**src/hw/rtl/ufg_pkg.sv**
```systemverilog
// shared types and constants of the frame level gauge
package ufg_pkg;

   // frame bytes and byte phases
   localparam logic [7:0] HEADER_BYTE = 8'hFF;
   localparam logic [1:0] PH_HUNT     = 2'd0;
   localparam logic [1:0] PH_HIGH     = 2'd1;
   localparam logic [1:0] PH_LOW      = 2'd2;
   localparam logic [1:0] PH_SUM      = 2'd3;

   // configuration register indexes
   localparam logic [1:0] CSR_MIN_RANGE  = 2'd0;
   localparam logic [1:0] CSR_SPAN       = 2'd1;
   localparam logic [1:0] CSR_BAR_HEIGHT = 2'd2;

   // configuration reset values
   localparam logic [15:0] MIN_RANGE_RST  = 16'd30;
   localparam logic [15:0] SPAN_RST       = 16'd500;
   localparam logic [7:0]  BAR_HEIGHT_RST = 8'd87;

   // divider geometry: scaled excess is at most 65535 * 100
   localparam int unsigned DIV_WIDTH = 23;
   localparam logic [4:0]  DIV_LAST_COUNT = 5'(DIV_WIDTH - 1);

   // percent scaling
   localparam logic [6:0]  FULL_PCT   = 7'd100;
   localparam logic [12:0] RECIP_100  = 13'd5243;
   localparam int unsigned RECIP_SHIFT = 19;

   // text positions by digit count
   localparam logic [4:0] TEXT_X_ONE   = 5'd22;
   localparam logic [4:0] TEXT_X_TWO   = 5'd16;
   localparam logic [4:0] TEXT_X_THREE = 5'd10;

   // controller to datapath commands
   typedef struct packed {
      logic load_high;
      logic load_low;
      logic start;
      logic div_step;
      logic scale;
      logic recip;
      logic load_out;
   } ufg_cmd_type;

   // datapath to controller status
   typedef struct packed {
      logic is_header;
      logic sum_match;
      logic out_free;
   } ufg_status_type;

endpackage

```
**src/hw/rtl/ultrasonic_frame_level_gauge.sv**
```systemverilog
// Header, high and low bytes are taken one per cycle while req_stall is low and give no result.
// A checksum byte with a bad sum goes to the write state and its result is loaded from there; a good
// frame first runs the 23-step bit-serial divider, then scaling, then the multiply, then the write state.
// req_stall is high from the checksum transfer until the result is loaded, also while the result
// register is stalled.
// Synchronous reset clears byte phase, sequencer and result valid, loads register defaults.
module ultrasonic_frame_level_gauge
   import ufg_pkg::*;
(
   input  logic        clock,
   input  logic        reset,
   input  logic        req_valid,
   output logic        req_stall,
   input  logic [7:0]  req_rx_byte,
   output logic        rsp_valid,
   input  logic        rsp_stall,
   output logic        rsp_frame_status,
   output logic [15:0] rsp_distance_mm,
   output logic [6:0]  rsp_fill_percent,
   output logic [7:0]  rsp_liquid_px,
   output logic [4:0]  rsp_text_x,
   input  logic        csr_we,
   input  logic [1:0]  csr_index,
   input  logic [15:0] csr_wdata
);

   ufg_cmd_type    cmd;
   ufg_status_type status;

   // sequencer
   ufg_ctrl u_ctrl (
      .clock     (clock),
      .reset     (reset),
      .req_valid (req_valid),
      .req_stall (req_stall),
      .status    (status),
      .cmd       (cmd)
   );

   // arithmetic and storage
   ufg_dp u_dp (
      .clock            (clock),
      .reset            (reset),
      .req_rx_byte      (req_rx_byte),
      .csr_we           (csr_we),
      .csr_index        (csr_index),
      .csr_wdata        (csr_wdata),
      .cmd              (cmd),
      .status           (status),
      .rsp_valid        (rsp_valid),
      .rsp_stall        (rsp_stall),
      .rsp_frame_status (rsp_frame_status),
      .rsp_distance_mm  (rsp_distance_mm),
      .rsp_fill_percent (rsp_fill_percent),
      .rsp_liquid_px    (rsp_liquid_px),
      .rsp_text_x       (rsp_text_x)
   );

endmodule

```
**src/hw/rtl/ufg_ctrl.sv**
```systemverilog
// controller: byte phase tracking and compute sequencing
module ufg_ctrl
   import ufg_pkg::*;
(
   input  logic           clock,
   input  logic           reset,
   input  logic           req_valid,
   output logic           req_stall,
   input  ufg_status_type status,
   output ufg_cmd_type    cmd
);

   typedef enum logic [4:0] {
      ST_IDLE  = 5'b00001,
      ST_DIV   = 5'b00010,
      ST_SCALE = 5'b00100,
      ST_RECIP = 5'b01000,
      ST_WRITE = 5'b10000
   } ufg_state_type;

   ufg_state_type state_ff, state_in;
   logic [1:0]    phase_ff, phase_in;
   logic [4:0]    cnt_ff, cnt_in;

   // input is taken only while idle
   assign req_stall = (state_ff != ST_IDLE);

   // next state and commands
   always_comb begin
      state_in = state_ff;
      phase_in = phase_ff;
      cnt_in   = cnt_ff;
      cmd      = '0;
      unique case (state_ff)
         ST_IDLE: begin
            if (req_valid) begin
               case (phase_ff)
                  PH_HUNT: begin
                     if (status.is_header) begin
                        phase_in = PH_HIGH;
                     end
                  end
                  PH_HIGH: begin
                     cmd.load_high = 1'b1;
                     phase_in      = PH_LOW;
                  end
                  PH_LOW: begin
                     cmd.load_low = 1'b1;
                     phase_in     = PH_SUM;
                  end
                  default: begin
                     cmd.start = 1'b1;
                     phase_in  = PH_HUNT;
                     cnt_in    = DIV_LAST_COUNT;
                     state_in  = status.sum_match ? ST_DIV : ST_WRITE;
                  end
               endcase
            end
         end
         ST_DIV: begin
            cmd.div_step = 1'b1;
            if (cnt_ff == 5'd0) begin
               state_in = ST_SCALE;
            end else begin
               cnt_in = cnt_ff - 5'd1;
            end
         end
         ST_SCALE: begin
            cmd.scale = 1'b1;
            state_in  = ST_RECIP;
         end
         ST_RECIP: begin
            cmd.recip = 1'b1;
            state_in  = ST_WRITE;
         end
         ST_WRITE: begin
            if (status.out_free) begin
               cmd.load_out = 1'b1;
               state_in     = ST_IDLE;
            end
         end
         default: begin
            state_in = ST_IDLE;
         end
      endcase
   end

   // control registers
   always_ff @(posedge clock) begin
      if (reset) begin
         state_ff <= ST_IDLE;
         phase_ff <= PH_HUNT;
         cnt_ff   <= '0;
      end else begin
         state_ff <= state_in;
         phase_ff <= phase_in;
         cnt_ff   <= cnt_in;
      end
   end

endmodule

```
**src/hw/rtl/ufg_dp.sv**
```systemverilog
// datapath: frame bytes, config registers, divider, scaling and result register
module ufg_dp
   import ufg_pkg::*;
(
   input  logic           clock,
   input  logic           reset,
   input  logic [7:0]     req_rx_byte,
   input  logic           csr_we,
   input  logic [1:0]     csr_index,
   input  logic [15:0]    csr_wdata,
   input  ufg_cmd_type    cmd,
   output ufg_status_type status,
   output logic           rsp_valid,
   input  logic           rsp_stall,
   output logic           rsp_frame_status,
   output logic [15:0]    rsp_distance_mm,
   output logic [6:0]     rsp_fill_percent,
   output logic [7:0]     rsp_liquid_px,
   output logic [4:0]     rsp_text_x
);

   logic [15:0]          min_range_ff;
   logic [15:0]          span_ff;
   logic [7:0]           bar_height_ff;
   logic [7:0]           high_ff;
   logic [7:0]           low_ff;
   logic                 bad_ff;
   logic                 below_min_ff;
   logic [15:0]          div_ff;
   logic [15:0]          rem_ff, rem_in;
   logic [DIV_WIDTH-1:0] quo_ff, quo_in;
   logic [6:0]           pct_ff, pct_in;
   logic [14:0]          prod_ff;
   logic [27:0]          recip_ff;
   logic                 rsp_valid_ff;
   logic                 rsp_status_ff;
   logic [15:0]          rsp_dist_ff;
   logic [6:0]           rsp_pct_ff;
   logic [7:0]           rsp_liquid_ff;
   logic [4:0]           rsp_text_x_ff;

   logic [15:0]          dist_mm;
   logic [15:0]          excess;
   logic [DIV_WIDTH-1:0] excess_x100;
   logic [16:0]          trial;
   logic                 trial_ge;
   logic                 rem_nz;
   logic                 steps_ge_full;
   logic [4:0]           text_x;

   // status toward the controller
   assign dist_mm          = {high_ff, low_ff};
   assign status.is_header = (req_rx_byte == HEADER_BYTE);
   assign status.sum_match = (8'(HEADER_BYTE + high_ff + low_ff) == req_rx_byte);
   assign status.out_free  = !rsp_valid_ff || !rsp_stall;

   // scaled excess: excess * 100 as shift-adds
   assign excess      = dist_mm - min_range_ff;
   assign excess_x100 = (DIV_WIDTH'(excess) << 6) + (DIV_WIDTH'(excess) << 5)
                      + (DIV_WIDTH'(excess) << 2);

   // one restoring division step
   assign trial    = {rem_ff, quo_ff[DIV_WIDTH-1]};
   assign trial_ge = (trial >= {1'b0, div_ff});
   always_comb begin
      rem_in = trial_ge ? 16'(trial - {1'b0, div_ff}) : trial[15:0];
      quo_in = {quo_ff[DIV_WIDTH-2:0], trial_ge};
   end

   // fill percent: 100 at or below the minimum range, else 100 minus ceiling of the quotient, clamped at zero
   assign rem_nz        = (rem_ff != 16'd0);
   assign steps_ge_full = (quo_ff >= DIV_WIDTH'(FULL_PCT))
                        || ((quo_ff == DIV_WIDTH'(FULL_PCT - 7'd1)) && rem_nz);
   always_comb begin
      if (below_min_ff) begin
         pct_in = FULL_PCT;
      end else if (steps_ge_full) begin
         pct_in = 7'd0;
      end else begin
         pct_in = FULL_PCT - quo_ff[6:0] - {6'd0, rem_nz};
      end
   end

   // text position by digit count
   always_comb begin
      if (pct_ff < 7'd10) begin
         text_x = TEXT_X_ONE;
      end else if (pct_ff < FULL_PCT) begin
         text_x = TEXT_X_TWO;
      end else begin
         text_x = TEXT_X_THREE;
      end
   end

   // configuration registers
   always_ff @(posedge clock) begin
      if (reset) begin
         min_range_ff  <= MIN_RANGE_RST;
         span_ff       <= SPAN_RST;
         bar_height_ff <= BAR_HEIGHT_RST;
      end else if (csr_we) begin
         unique case (csr_index)
            CSR_MIN_RANGE:  min_range_ff  <= csr_wdata;
            CSR_SPAN:       span_ff       <= csr_wdata;
            CSR_BAR_HEIGHT: bar_height_ff <= csr_wdata[7:0];
            default: ;
         endcase
      end
   end

   // frame bytes, divider and scaling pipeline
   always_ff @(posedge clock) begin
      if (cmd.load_high) begin
         high_ff <= req_rx_byte;
      end
      if (cmd.load_low) begin
         low_ff <= req_rx_byte;
      end
      if (cmd.start) begin
         bad_ff       <= !status.sum_match;
         below_min_ff <= (dist_mm <= min_range_ff);
         div_ff       <= (span_ff == 16'd0) ? 16'd1 : span_ff;
         rem_ff       <= '0;
         quo_ff       <= excess_x100;
      end else if (cmd.div_step) begin
         rem_ff <= rem_in;
         quo_ff <= quo_in;
      end
      if (cmd.scale) begin
         pct_ff  <= pct_in;
         prod_ff <= 15'(bar_height_ff) * 15'(pct_in);
      end
      if (cmd.recip) begin
         recip_ff <= 28'(prod_ff) * 28'(RECIP_100);
      end
   end

   // result register valid
   always_ff @(posedge clock) begin
      if (reset) begin
         rsp_valid_ff <= 1'b0;
      end else if (cmd.load_out) begin
         rsp_valid_ff <= 1'b1;
      end else if (!rsp_stall) begin
         rsp_valid_ff <= 1'b0;
      end
   end

   // result register payload
   always_ff @(posedge clock) begin
      if (cmd.load_out) begin
         rsp_status_ff <= bad_ff;
         if (bad_ff) begin
            rsp_dist_ff   <= '0;
            rsp_pct_ff    <= '0;
            rsp_liquid_ff <= '0;
            rsp_text_x_ff <= '0;
         end else begin
            rsp_dist_ff   <= dist_mm;
            rsp_pct_ff    <= pct_ff;
            rsp_liquid_ff <= recip_ff[RECIP_SHIFT+7:RECIP_SHIFT];
            rsp_text_x_ff <= text_x;
         end
      end
   end

   assign rsp_valid        = rsp_valid_ff;
   assign rsp_frame_status = rsp_status_ff;
   assign rsp_distance_mm  = rsp_dist_ff;
   assign rsp_fill_percent = rsp_pct_ff;
   assign rsp_liquid_px    = rsp_liquid_ff;
   assign rsp_text_x       = rsp_text_x_ff;

endmodule

```
**config.mk**
```make
export PLATFORM = sky130hd
export DESIGN_NAME = ultrasonic_frame_level_gauge
export DESIGN_NICKNAME = d
export VERILOG_FILES = /design/src/hw/rtl/ufg_pkg.sv /design/src/hw/rtl/ultrasonic_frame_level_gauge.sv /design/src/hw/rtl/ufg_ctrl.sv /design/src/hw/rtl/ufg_dp.sv
export SDC_FILE = /design/constraint.sdc
export NUM_CORES = 1
export LEC_CHECK = 0
export BUFFER_PORTS_ARGS = -buffer_cell sky130_fd_sc_hd__buf_2
export CAP_MARGIN = 10
export CELL_PAD_IN_SITES_DETAIL_PLACEMENT = 1
export CELL_PAD_IN_SITES_GLOBAL_PLACEMENT = 2
export CORE_UTILIZATION = 31
export DETAILED_ROUTE_END_ITERATION = 6
export GPL_ROUTABILITY_DRIVEN = 0
export PLACE_DENSITY = 0.73
export SLEW_MARGIN = 20
export SYNTH_ARGS = -nofsm -noshare
export SYNTH_HDL_FRONTEND = slang
export SYNTH_SLANG_ARGS = --single-unit
```
**constraint.sdc**
```tcl
create_clock -name clock -period 7.4 [get_ports clock]
set_input_delay 0.37 -clock clock [delete_from_list [all_inputs] [get_ports clock]]
set_output_delay 0.37 -clock clock [all_outputs]
set_load 0.02 [all_outputs]
```
**Yosys cells after proc, flatten, opt, wreduce, memory -nomap -nowiden**

Cells that the tools add are included.

- Output and inout port bits: 39
- Bits in writable memories: 0
- Memories: 0
- Bits of input ports: 31
- Logic and storage cells: 111
- Register bits: 212
- Latch bits: 0
- Memory bits (read-only): 0

- Shift operators: 0
- Div/mod/pow operators: 0
- Magnitude comparators: 5
- Muxes and demuxes: 31
- Bitwise logic cells: 0
- Reductions and logical operators: 21
- $mul: 2
- $add $sub $neg: 9
- Eq/ne operators: 20

Operators by type and width:

| operator | number |
|---|---|
| $mux W5 | 10 |
| $mux W23 | 2 |
| $sub A16 B16 Y16 | 2 |
| $mul A15 B13 Y27 const B | 1 |
| $pmux W5 S5 | 1 |
| $add A22 B21 Y23 | 1 |
| $add A23 B18 Y23 | 1 |
| $eq A23 B7 Y1 const B | 1 |
| $ge A23 B7 Y1 const B | 1 |
| $ge A17 B16 Y1 | 1 |
| $le A16 B16 Y1 | 1 |
| $logic_not A16 Y1 | 1 |
| $mux W16 | 1 |
| $reduce_bool A16 Y1 | 1 |
| $mul A8 B7 Y15 | 1 |
| $mux W7 | 2 |
| $mux W1 | 10 |
| $ne A2 B2 Y1 const B | 5 |
| $pmux W5 S2 | 1 |
| $add A8 B8 Y8 | 1 |
| $add A8 B8 Y8 const A | 1 |
| $eq A8 B8 Y1 | 1 |
| $eq A8 B8 Y1 const B | 1 |
| $reduce_and A4 Y1 | 2 |
| 27 further kinds | 38 |

**Longest topological paths before layout**

Gate-level depths: netlist of run 1.

- Depth after elaboration: 7
- Depth in mapped cells: 26
- Mapped depth without buffers: 26

**By module**

Synthesis of run 1 repeated with hierarchy kept, for this count alone.

- Cells, all modules: 1678
- Area, all modules: 16319.4 um^2

Modules (own cells, without submodules):

| module | area an instance (um^2) | seq. area each (um^2) | cells an instance | instances |
|---|---|---|---|---|
| ufg_dp | 15547.4 | 4834.6 | 1584 | 1 |
| ufg_ctrl | 772.0 | 240.2 | 94 | 1 |

**Least setup slack after synthesis of run 1**

No wires, ideal clock.

- Path kind: flip-flop to flip-flop
- Start: reg u_dp.rem_ff[2]
- End: reg u_dp.prod_ff[13] (data pin)
- Cell stages (with the launch flop): 25
- Data required time: 7134 ps
- Setup slack: 1871 ps
- Data arrival time: 5263 ps
- Setup time: 266 ps
- Clock period less this slack: 5529 ps
- Buffers on the path: 0
- Cell sequence: dfxtp_1 > nor4_1 > and4_1 > ha_1 > ha_1 > inv_1 > ha_1 > inv_1 > a211oi_1 > xor2_1 > o21bai_1 > and2_1 > fa_1 > fa_1 > fa_1 > inv_1 > fa_1 > inv_1 > ha_1 > nand2_1 > nand2_1 > a31oi_1 > o21ai_0 > o41ai_1 > xnor2_1

- Cells in the longest elaborated chain, start to end: 6
- Elaborated cells on any way between the ends: 7
- Classes of those cells: add/sub (1); mul (1); mux (2); reduce/logical (3)

RTL lines:

| item | RTL line | RTL |
|---|---|---|
| from (decl) | ufg_dp.sv:30 | `logic [15:0] rem_ff, rem_in;` |
| from (signal assigned) | ufg_dp.sv:126 | `rem_ff <= rem_in;` |
| $reduce_bool A16 Y1 * | ufg_dp.sv:71 | `assign rem_nz = (rem_ff != 16'd0);` |
| parallel branches: the longest is 2 deep, another holds $sub A7 B1 Y7 | n/a |  |
| $mux W7 * | ufg_dp.sv:77 | `end else if (steps_ge_full) begin` |
| $mux W7 * | ufg_dp.sv:75 | `if (below_min_ff) begin` |
| net u_dp.pct_in[5] | ufg_dp.sv:32 | `logic [6:0] pct_ff, pct_in;` |
| $mul A8 B7 Y15 * | ufg_dp.sv:131 | `prod_ff <= 15'(bar_height_ff) * 15'(pct_in);` |
| to (signal assigned) | ufg_dp.sv:131 |  |
| to (decl) | ufg_dp.sv:33 | `logic [14:0] prod_ff;` |

Mark *: on every way through the listed nets, which the timed path passes.
A chain may end at the register's enable or synchronous reset.

**Worst setup path in the final report of run 1**

- Start: reg u_dp.rem_ff[10]
- End: reg u_dp.prod_ff[13] (data pin)

Same word-level chain as after synthesis.

==> impl_metrics.tcl, run 1 <==
set metrics [dict create \
    rsz0062_at_grt "false" \
    syn-instance-count 1621 \
    cellPowerDensity_mw_per_mm2 139 \
    worstPathCellList "nor4_1 > and4_1 > ha_1 > ha_1 > inv_1 > ha_1 > inv_1 > a211oi_1 > xor2_1 > o21bai_1 > and2_1 > fa_1 > fa_1 > fa_1 > inv_1 > fa_1 > inv_1 > ha_1 > nand2_1 > nand2_1 > a31oi_1 > o21ai_0 > o41ai_1 > xnor2_1" \
    status "complete, no violations" \
    final_hold_viol_count 0 \
    combinationalPowerShare 0.135 \
    post_cts.repair.setup_buffers 0 \
    synth_area_per_cell_um2 9.76 \
    ys_types 68 \
    finish.utilization 0.348 \
    drc 0 \
    die_h_um 228 \
    synth.most_common_cell "inv_1" \
    first_iter_violations 472 \
    slew_headroom 0.328 \
    clkPwrFrac 0.391 \
    clkTransAtPathRegs_ns 0.08 \
    port_buffers 68 \
    cp_data_arrival_time_ns 6.76 \
    dieArea_mm2 0.0519 \
    overflow 0 \
    grt_pass1_wl_mm 66.5 \
    synth_area_leaders "edfxtp_1 23%, ha_1 17%, fa_1 14%, dfxtp_1 8.7%, inv_1 6.4%" \
    synthArstFlopShare 0 \
    routed_via_density 4.86 \
    tightest_slew_ns 1.01 \
    fin_crit_ns 6.56 \
    crit_required_ns 7.60 \
    hold_class "in -> reg" \
    synthSimpleGateAreaFrac 0.141 \
    postCtsResizedCells 0 \
    ys_top_cells_by_count "270 x inv_1, 211 x ha_1, 159 x nand2_1, 123 x edfxtp_1, 113 x fa_1" \
    synthXorXnorAreaFrac 0.0388 \
    dp_hpwl_mm 33.2 \
    sw_frac_of_total 0.272 \
    core_mm2 0.0503 \
    dr.pass1.iters 4 \
    synth_compound_area_frac 0.110 \
    critPathKind "reg -> reg" \
    start_util 0.315 \
    diodes 0 \
    tns_ns 0 \
    cts_root_buf "clkbuf_16" \
    cap_viol_max_count 0 \
    power_frac_seq 0.474 \
    cpMaxStageDelayCell "fa_1" \
    clock_latency_ns 0.46 \
    start_kind "flop" \
    synthAdderAreaFrac 0.310 \
    fillCellCount 5782 \
    grt_start_max_net_pins 54 \
    switchingPower_mw 0.660 \
    die_w_um 228 \
    fin_crit_sh 0.886 \
    setup_violations 0 \
    ios 70 \
    cp_max_fo 9 \
    numClockSinks 192 \
    drive_gt1_frac 0.0722 \
    synth_flop_cell "edfxtp_1" \
    finalMaxSlewViolations 0 \
    synthMuxAreaShare 0.00127 \
    cts_buffers 17 \
    area_delta_synth_final_pct 10.5 \
    end_kind "flop" \
    antenna_found_initial 0 \
    htreeDepth 4 \
    num_vias 11400 \
    syn_area_mm2 0.0158 \
    num-nets-final 2019 \
    fmaxAchievable_ghz 0.152 \
    synth_seq_area_share 0.321 \
    routedWlPerCell_um 17.2 \
    row_count 82 \
    skew_ns 0.0146 \
    grt.total_usage 0.161 \
    synth_edf_count 123 \
    synth_top_area_frac 0.234 \
    max_stage_delay_ns 0.54 \
    internal_power_mw 1.77 \
    synth_nets 1976 \
    synth_top_family_by_area "adder cells" \
    postRouteAntennaNets 0 \
    yosysWarnings 0 \
    p_leak_nw 7.79 \
    clockBufferDepth 2 \
    ir_worst_vdd_mv 0.111 \
    cts_tree "done" \
    synth_area_leader_cell "edfxtp_1" \
    ctsHoldBuffers 0 \
    first_global_vias 12200 \
    wl_mm 40.4 \
    ys_ff_latch 192 \
]
==> routing by layer <==
layer	share of wire	wire length [um]	global-route usage	vias up
li1	-	-	-	5584
met4	0.0093	376	0.0325	0
met5	0	0	0	-
met3	0.015	626	0.0198	21
met1	0.47	19100	0.210	5728
met2	0.50	20300	0.285	78
==> final timing paths <==
kind / startpoint / end / slack, ns / cells after the start
max reg2reg: u_dp.rem_ff[10] / u_dp.prod_ff[13] / 0.84 / 24
min reg2reg: u_dp.min_range_ff[5] / u_dp.min_range_ff[5] / 0.46 / 2
min: req_rx_byte[6] / u_dp.high_ff[6] / 0.16 / 1
max: u_dp.rem_ff[10] / u_dp.prod_ff[13] / 0.84 / 24
==> cell families (layout without fill, tap and decap cells) <==
group                    after synthesis  after routing
AO/OA/AOI/OAI                        264            264
XOR/XNOR                              70             70
adder cells (fa/ha/maj)              324            324
buffers and inverters                322            378
flip-flops                           192            192
multiplexers                           2              2
other                                  1              1
AND/OR/NAND/NOR                      446            446
==> final cells by class <==
class,instances,area [um^2],area share
flip-flops and latches,192,5070,0.290
inverters,270,1010,0.0580
clock inverters,11,109,0.00623
clock buffers,21,493,0.0282
well taps,672,841,0.0481
repair buffers,76,400,0.0229
multi-input cells,1107,9540,0.546
==> critical path: cells and delay by family (launching register included) <==
family | cells | cell delay [ns]
adders and majority gates | 8 | 2.93
buffers and inverters | 4 | 0.20
AOI/OAI and AO/OA | 5 | 1.35
and+or+nand+nor | 5 | 1.21
xor gates and xnor gates | 2 | 0.26
DFF | 1 | 0.34
==> power groups by stage <==
stage                     sequential, mW  clock, mW  combinational [mW]
final                               1.15      0.948               0.328
after global routing                1.15       1.01               0.375
after global placement              1.17          0               0.319
after floorplan                     1.17          0               0.241
after CTS                           1.15      0.977               0.331
after detailed placement            1.17          0               0.328
==> cell usage in the layout (no fill, tap or decap), drive strengths merged, types with 18 or more instances in the layout <==
cell and n:
xor2 19, nor2b 27, edfxtp 123, buf 76, dfxtp 69, inv 278, nand2 159, nor3 37
ha 211, fa 113, clkbuf 21, nor4 18, o211ai 18, nand3 18, nor2 67, and2 36
xnor2 51, o21ai 50, a21oi 74
==> sequential cells by signal, summed over array words and instances, names as in the netlist, 8 cells and up <==
| register | flops |
|---|---|
| u_dp.min_range_ff | 16 |
| u_dp.high_ff | 8 |
| u_dp.div_ff | 16 |
| u_dp.bar_height_ff | 8 |
| u_dp.rsp_distance_mm | 16 |
| u_dp.rem_ff | 16 |
| u_dp.quo_ff | 23 |
| u_dp.span_ff | 16 |
| u_dp.low_ff | 8 |
| u_dp.recip_ff | 8 |
| u_dp.rsp_liquid_px | 8 |
| u_dp.prod_ff | 15 |
==> through the flow <==
stage | power (mW) | instances | cell area (um^2) | hold WS (ns) | setup WS (ns)
2_1_floorplan | 1.41 | 1621 | 15800 | 0.436 | 1.87
3_3_place_gp | 1.49 | 2317 | 16900 | 0.443 | 0.960
3_5_place_dp | 1.50 | 2317 | 16900 | 0.449 | 0.874
4_1_cts | 2.46 | 2349 | 17500 | 0.133 | 0.798
5_1_grt | 2.54 | 2349 | 17500 | 0.132 | 0.349
6_report | 2.43 | 2349 | 17500 | 0.164 | 0.842
Power figures use the tool's default switching activity.
==> inputs of run 2 (changes only) <==
--- a/config.mk
+++ b/config.mk
@@ -9,10 +9,11 @@
 export CAP_MARGIN = 10
 export CELL_PAD_IN_SITES_DETAIL_PLACEMENT = 1
 export CELL_PAD_IN_SITES_GLOBAL_PLACEMENT = 2
+export CORE_ASPECT_RATIO = 0.6
 export CORE_UTILIZATION = 31
 export DETAILED_ROUTE_END_ITERATION = 6
 export GPL_ROUTABILITY_DRIVEN = 0
-export PLACE_DENSITY = 0.73
+export PLACE_DENSITY_LB_ADDON = 0.08
 export SLEW_MARGIN = 20
 export SYNTH_ARGS = -nofsm -noshare
 export SYNTH_HDL_FRONTEND = slang
==> impl_metrics.tcl, run 2 (synthesis gave the netlist of run 1 again) <==
set metrics [dict create \
    dp_hpwl_mm 38.1 \
    dieArea_mm2 0.0519 \
    drc 0 \
    wl_mm 46.1 \
    largest_reg_flops 23 \
    critPathKind "reg -> reg" \
    drive_gt1_frac 0.0738 \
    fin_crit_ns 6.84 \
    fin_ws_ns 0.563 \
    cpMaxStageDelayCell "o21bai_1" \
    setup_violations 0 \
    area_delta_synth_final_pct 10.7 \
    clkTransAtPathRegs_ns 0.09 \
    ctsHoldBuffers 0 \
    slew_headroom 0.356 \
    antenna_found_initial 2 \
    end_kind "flop" \
    numClockSinks 192 \
    worstPathCellList "nor4_1 > and4_1 > ha_1 > ha_1 > inv_1 > ha_1 > inv_1 > a211oi_1 > xor2_1 > o21bai_1 > nand2_1 > fa_1 > fa_1 > inv_1 > fa_1 > inv_1 > fa_1 > inv_1 > ha_1 > a21oi_1 > o31ai_1 > a41oi_1 > nor2b_1 > xnor2_1" \
    ff2ff_setup_slack_ns 0.56 \
    status "complete, no violations" \
    routedWlPerCell_um 19.5 \
    start_kind "flop" \
    postCtsResizedCells 0 \
    htreeDepth 4 \
    clock_latency_ns 0.46 \
    ios 70 \
    final_hold_viol_count 0 \
    finalMaxSlewViolations 0 \
    port_buffers 68 \
    fillCellCount 5713 \
    routed_via_density 4.80 \
    dpl_worst_slack_ns 0.603 \
    top_register "u_dp.quo_ff" \
    clockBufferDepth 2 \
    cts_buffers 17 \
    diodes 0 \
    die_h_um 177 \
    start_util 0.317 \
    postRouteAntennaNets 0 \
    fmaxAchievable_ghz 0.146 \
    max_stage_delay_ns 0.63 \
    p_leak_nw 7.79 \
    rsz0062_at_grt "false" \
    hold_class "in -> reg" \
    dr.pass1.iters 4 \
    die_w_um 294 \
    skew_ns 0.0160 \
    cp_common_cell "inv_1" \
    cap_viol_max_count 0 \
    cp_max_fo 9 \
    cts_root_buf "clkbuf_16" \
    row_count 63 \
    num_vias 11300 \
    fin_crit_sh 0.924 \
    overflow 0 \
    grt.total_usage 0.185 \
    cp_num_buf_inv 5 \
    num-nets-final 2022 \
    tns_ns 0 \
    cp_top_family "adder cells" \
    cts_tree "done" \
    grt_start_max_net_pins 54 \
    cp_data_arrival_time_ns 7.05 \
    first_global_vias 11800 \
    final_common_cell "inv_1" \
    grt_pass1_wl_mm 72.3 \
    tightest_slew_ns 0.964 \
    cellPowerDensity_mw_per_mm2 141 \
    core_mm2 0.0499 \
    mostFrequentLayoutCells "270 x inv_1, 211 x ha_1, 159 x nand2_1" \
    crit_required_ns 7.61 \
    ir_worst_vdd_mv 0.166 \
    first_iter_violations 634 \
    post_cts.repair.setup_buffers 0 \
]
## run 2: cell types whose count changed in the layout (fill, tap and decap cells not counted), sizes merged
cell,before,now
buf,76,79
bufinv,0,1
clkbuf,21,17
clkinv,3,6
clkinvlp,0,3
inv,278,275
## run 2: area by class of cell
class / instances / area, um^2 / area share
Sequential cell: 192 / 5070 / 0.290
Timing Repair Buffer: 79 / 423 / 0.0242
Clock inverter: 15 / 174 / 0.00994
Clock buffer: 17 / 425 / 0.0243
Inverter: 270 / 1010 / 0.0579
Tap cell: 682 / 853 / 0.0488
Multi-Input combinational cell: 1107 / 9540 / 0.545
## run 2: worst paths after layout
path                                 startpoint              endpoint  cells after the start
worst max-delay path             u_dp.rem_ff[2]      u_dp.prod_ff[12]                     24
worst min-delay path               csr_wdata[4]  u_dp.min_range_ff[4]                      2
worst max register to register   u_dp.rem_ff[2]      u_dp.prod_ff[12]                     24
worst min register to register  u_dp.span_ff[6]        u_dp.div_ff[6]                      0
## run 2: where the power goes
part / switching [mW] / internal (mW)
logic: 0.207 / 0.134
registers: 0.0118 / 1.14
clock network: 0.489 / 0.482
## run 2: per-layer routing
metal | global-route usage | vias up | routed length [um]
met5 | 0 | - | 0
met4 | 0.0284 | 0 | 398
met3 | 0.0294 | 20 | 1430
met2 | 0.230 | 133 | 16300
met1 | 0.319 | 5604 | 28000
li1 | - | 5592 | -
## run 2: per-stage QoR
stage                     std cells  power [mW]  utilization  instance area (um^2)  hold slack [ns]
after floorplan                1621        1.41            -                 15800            0.436
after global placement         2330        1.51        0.339                 16900            0.444
after detailed placement       2330        1.52        0.339                 16900            0.446
after CTS                      2362        2.50        0.351                 17500            0.142
after global routing           2362        2.58        0.351                 17500            0.164
final                          2362        2.46        0.351                 17500            0.172
==> inputs of run 3 (changes only) <==
--- a/config.mk
+++ b/config.mk
@@ -13,7 +13,7 @@
 export CORE_UTILIZATION = 31
 export DETAILED_ROUTE_END_ITERATION = 6
 export GPL_ROUTABILITY_DRIVEN = 0
-export PLACE_DENSITY_LB_ADDON = 0.08
+export PLACE_DENSITY_LB_ADDON = 0.25
 export SLEW_MARGIN = 20
 export SYNTH_ARGS = -nofsm -noshare
 export SYNTH_HDL_FRONTEND = slang
==> impl_metrics.tcl, run 3 (synthesis gave the netlist of run 1 again) <==
set metrics [dict create \
    setup_violations 0 \
    fin_ws_ns 0.866 \
    port_buffers 68 \
    finalMaxSlewViolations 0 \
    first_iter_violations 683 \
    cp_data_arrival_time_ns 6.75 \
    antenna_found_initial 3 \
    dieArea_mm2 0.0519 \
    ios 70 \
    hold_class "in -> reg" \
    area_delta_synth_final_pct 10.3 \
    rsz0062_at_grt "false" \
    dr.pass1.iters 5 \
    final_common_cell "inv_1" \
    core_mm2 0.0499 \
    fin_area_mm2 0.0174 \
    first_global_vias 11700 \
    num-nets-final 2020 \
    start_kind "flop" \
    die_h_um 177 \
    ir_worst_vdd_mv 0.171 \
    cts_root_buf "clkbuf_16" \
    htreeDepth 4 \
    end_kind "flop" \
    clkTransAtPathRegs_ns 0.08 \
    cap_viol_max_count 0 \
    start_util 0.317 \
    numClockSinks 192 \
    skew_ns 0.0140 \
    routedWlPerCell_um 19.6 \
    die_w_um 294 \
    final_hold_viol_count 0 \
    tightest_slew_ns 0.991 \
    fillCellCount 5679 \
    mostFrequentLayoutCells "269 x inv_1, 211 x ha_1, 159 x nand2_1" \
    post_dp_cell_area_mm2 0.0169 \
    top_register "u_dp.quo_ff" \
    cts_tree "done" \
    ctsHoldBuffers 0 \
    status "complete, no violations" \
    postRouteAntennaNets 0 \
    wl_mm 46.3 \
    fmaxAchievable_ghz 0.153 \
    postCtsResizedCells 0 \
    drc 0 \
    overflow 0 \
    cp_max_fo 9 \
    cellPowerDensity_mw_per_mm2 139 \
    cts_buffers 17 \
    num_vias 11600 \
    grt_start_max_net_pins 54 \
    largest_reg_flops 23 \
    dpl_worst_slack_ns 0.840 \
    dp_hpwl_mm 37.9 \
    grt_pass1_wl_mm 71.8 \
    critPathKind "reg -> reg" \
    slew_headroom 0.339 \
    tns_ns 0 \
    row_count 63 \
    routed_via_density 4.91 \
    post_cts.repair.setup_buffers 0 \
    fin_crit_sh 0.883 \
    clock_latency_ns 0.46 \
    crit_required_ns 7.62 \
    clockBufferDepth 2 \
    drive_gt1_frac 0.0727 \
    p_leak_nw 7.76 \
    grt.total_usage 0.184 \
    fin_crit_ns 6.53 \
]
-- run 3: critical path, stage by stage (launching register included) --
cell      delay [ns]
dfxtp_1         0.36
nor4_1          0.44
and4_1          0.33
ha_1            0.16
ha_1            0.17
inv_1           0.06
ha_1            0.27
o21bai_1        0.65
nand2_1         0.18
fa_1            0.54
inv_1           0.04
ha_1            0.26
inv_1           0.06
fa_1            0.52
fa_1            0.55
inv_1           0.04
ha_1            0.30
inv_1           0.06
o21bai_1        0.25
a21oi_1         0.13
o31ai_1         0.37
a41oi_1         0.23
nor2b_1         0.20
xnor2_1         0.12
-- run 3: final timing paths --
kind / startpoint / end / slack [ns] / depth (start not counted)
setup / recovery: u_dp.rem_ff[10] / u_dp.prod_ff[12] / 0.87 / 23
setup reg to reg: u_dp.rem_ff[10] / u_dp.prod_ff[12] / 0.87 / 23
hold / removal: req_rx_byte[1] / u_dp.low_ff[1] / 0.15 / 1
hold reg to reg: u_dp.span_ff[6] / u_dp.div_ff[6] / 0.46 / 0
-- run 3: metrics by stage --
stage / hold slack [ns] / power [mW] / std cells / util
after floorplan: 0.436 / 1.41 / 1621 / -
after global placement: 0.444 / 1.51 / 2328 / 0.338
after detailed placement: 0.450 / 1.52 / 2328 / 0.338
after CTS: 0.121 / 2.44 / 2360 / 0.349
after global routing: 0.127 / 2.54 / 2360 / 0.349
final: 0.151 / 2.42 / 2361 / 0.350
-- run 3: layer usage --
layer,up-vias,GRT usage,part of all wire
met5,-,0,0
met4,0,0.0239,0.0058
met3,16,0.0360,0.046
met2,191,0.240,0.37
met1,5789,0.306,0.58
li1,5597,-,-
-- run 3: area by class of cell --
class	instances	area [um^2]	share of cell area
antenna	1	2.50	0.000143
clock buffer	18	429	0.0246
sequential	192	5070	0.291
multi-input combinational	1107	9540	0.547
inverter	270	1010	0.0581
tap	682	853	0.0489
clock inverter	14	124	0.00710
timing repair buffer	77	408	0.0234
-- run 3: power breakdown --
| part | switching, mW | leakage, nW | internal (mW) |
|---|---|---|---|
| Sequential | 0.0118 | 1.67 | 1.14 |
| Clock | 0.477 | 0.269 | 0.444 |
| Combinational | 0.212 | 5.81 | 0.133 |
| Total | 0.701 | 7.76 | 1.72 |
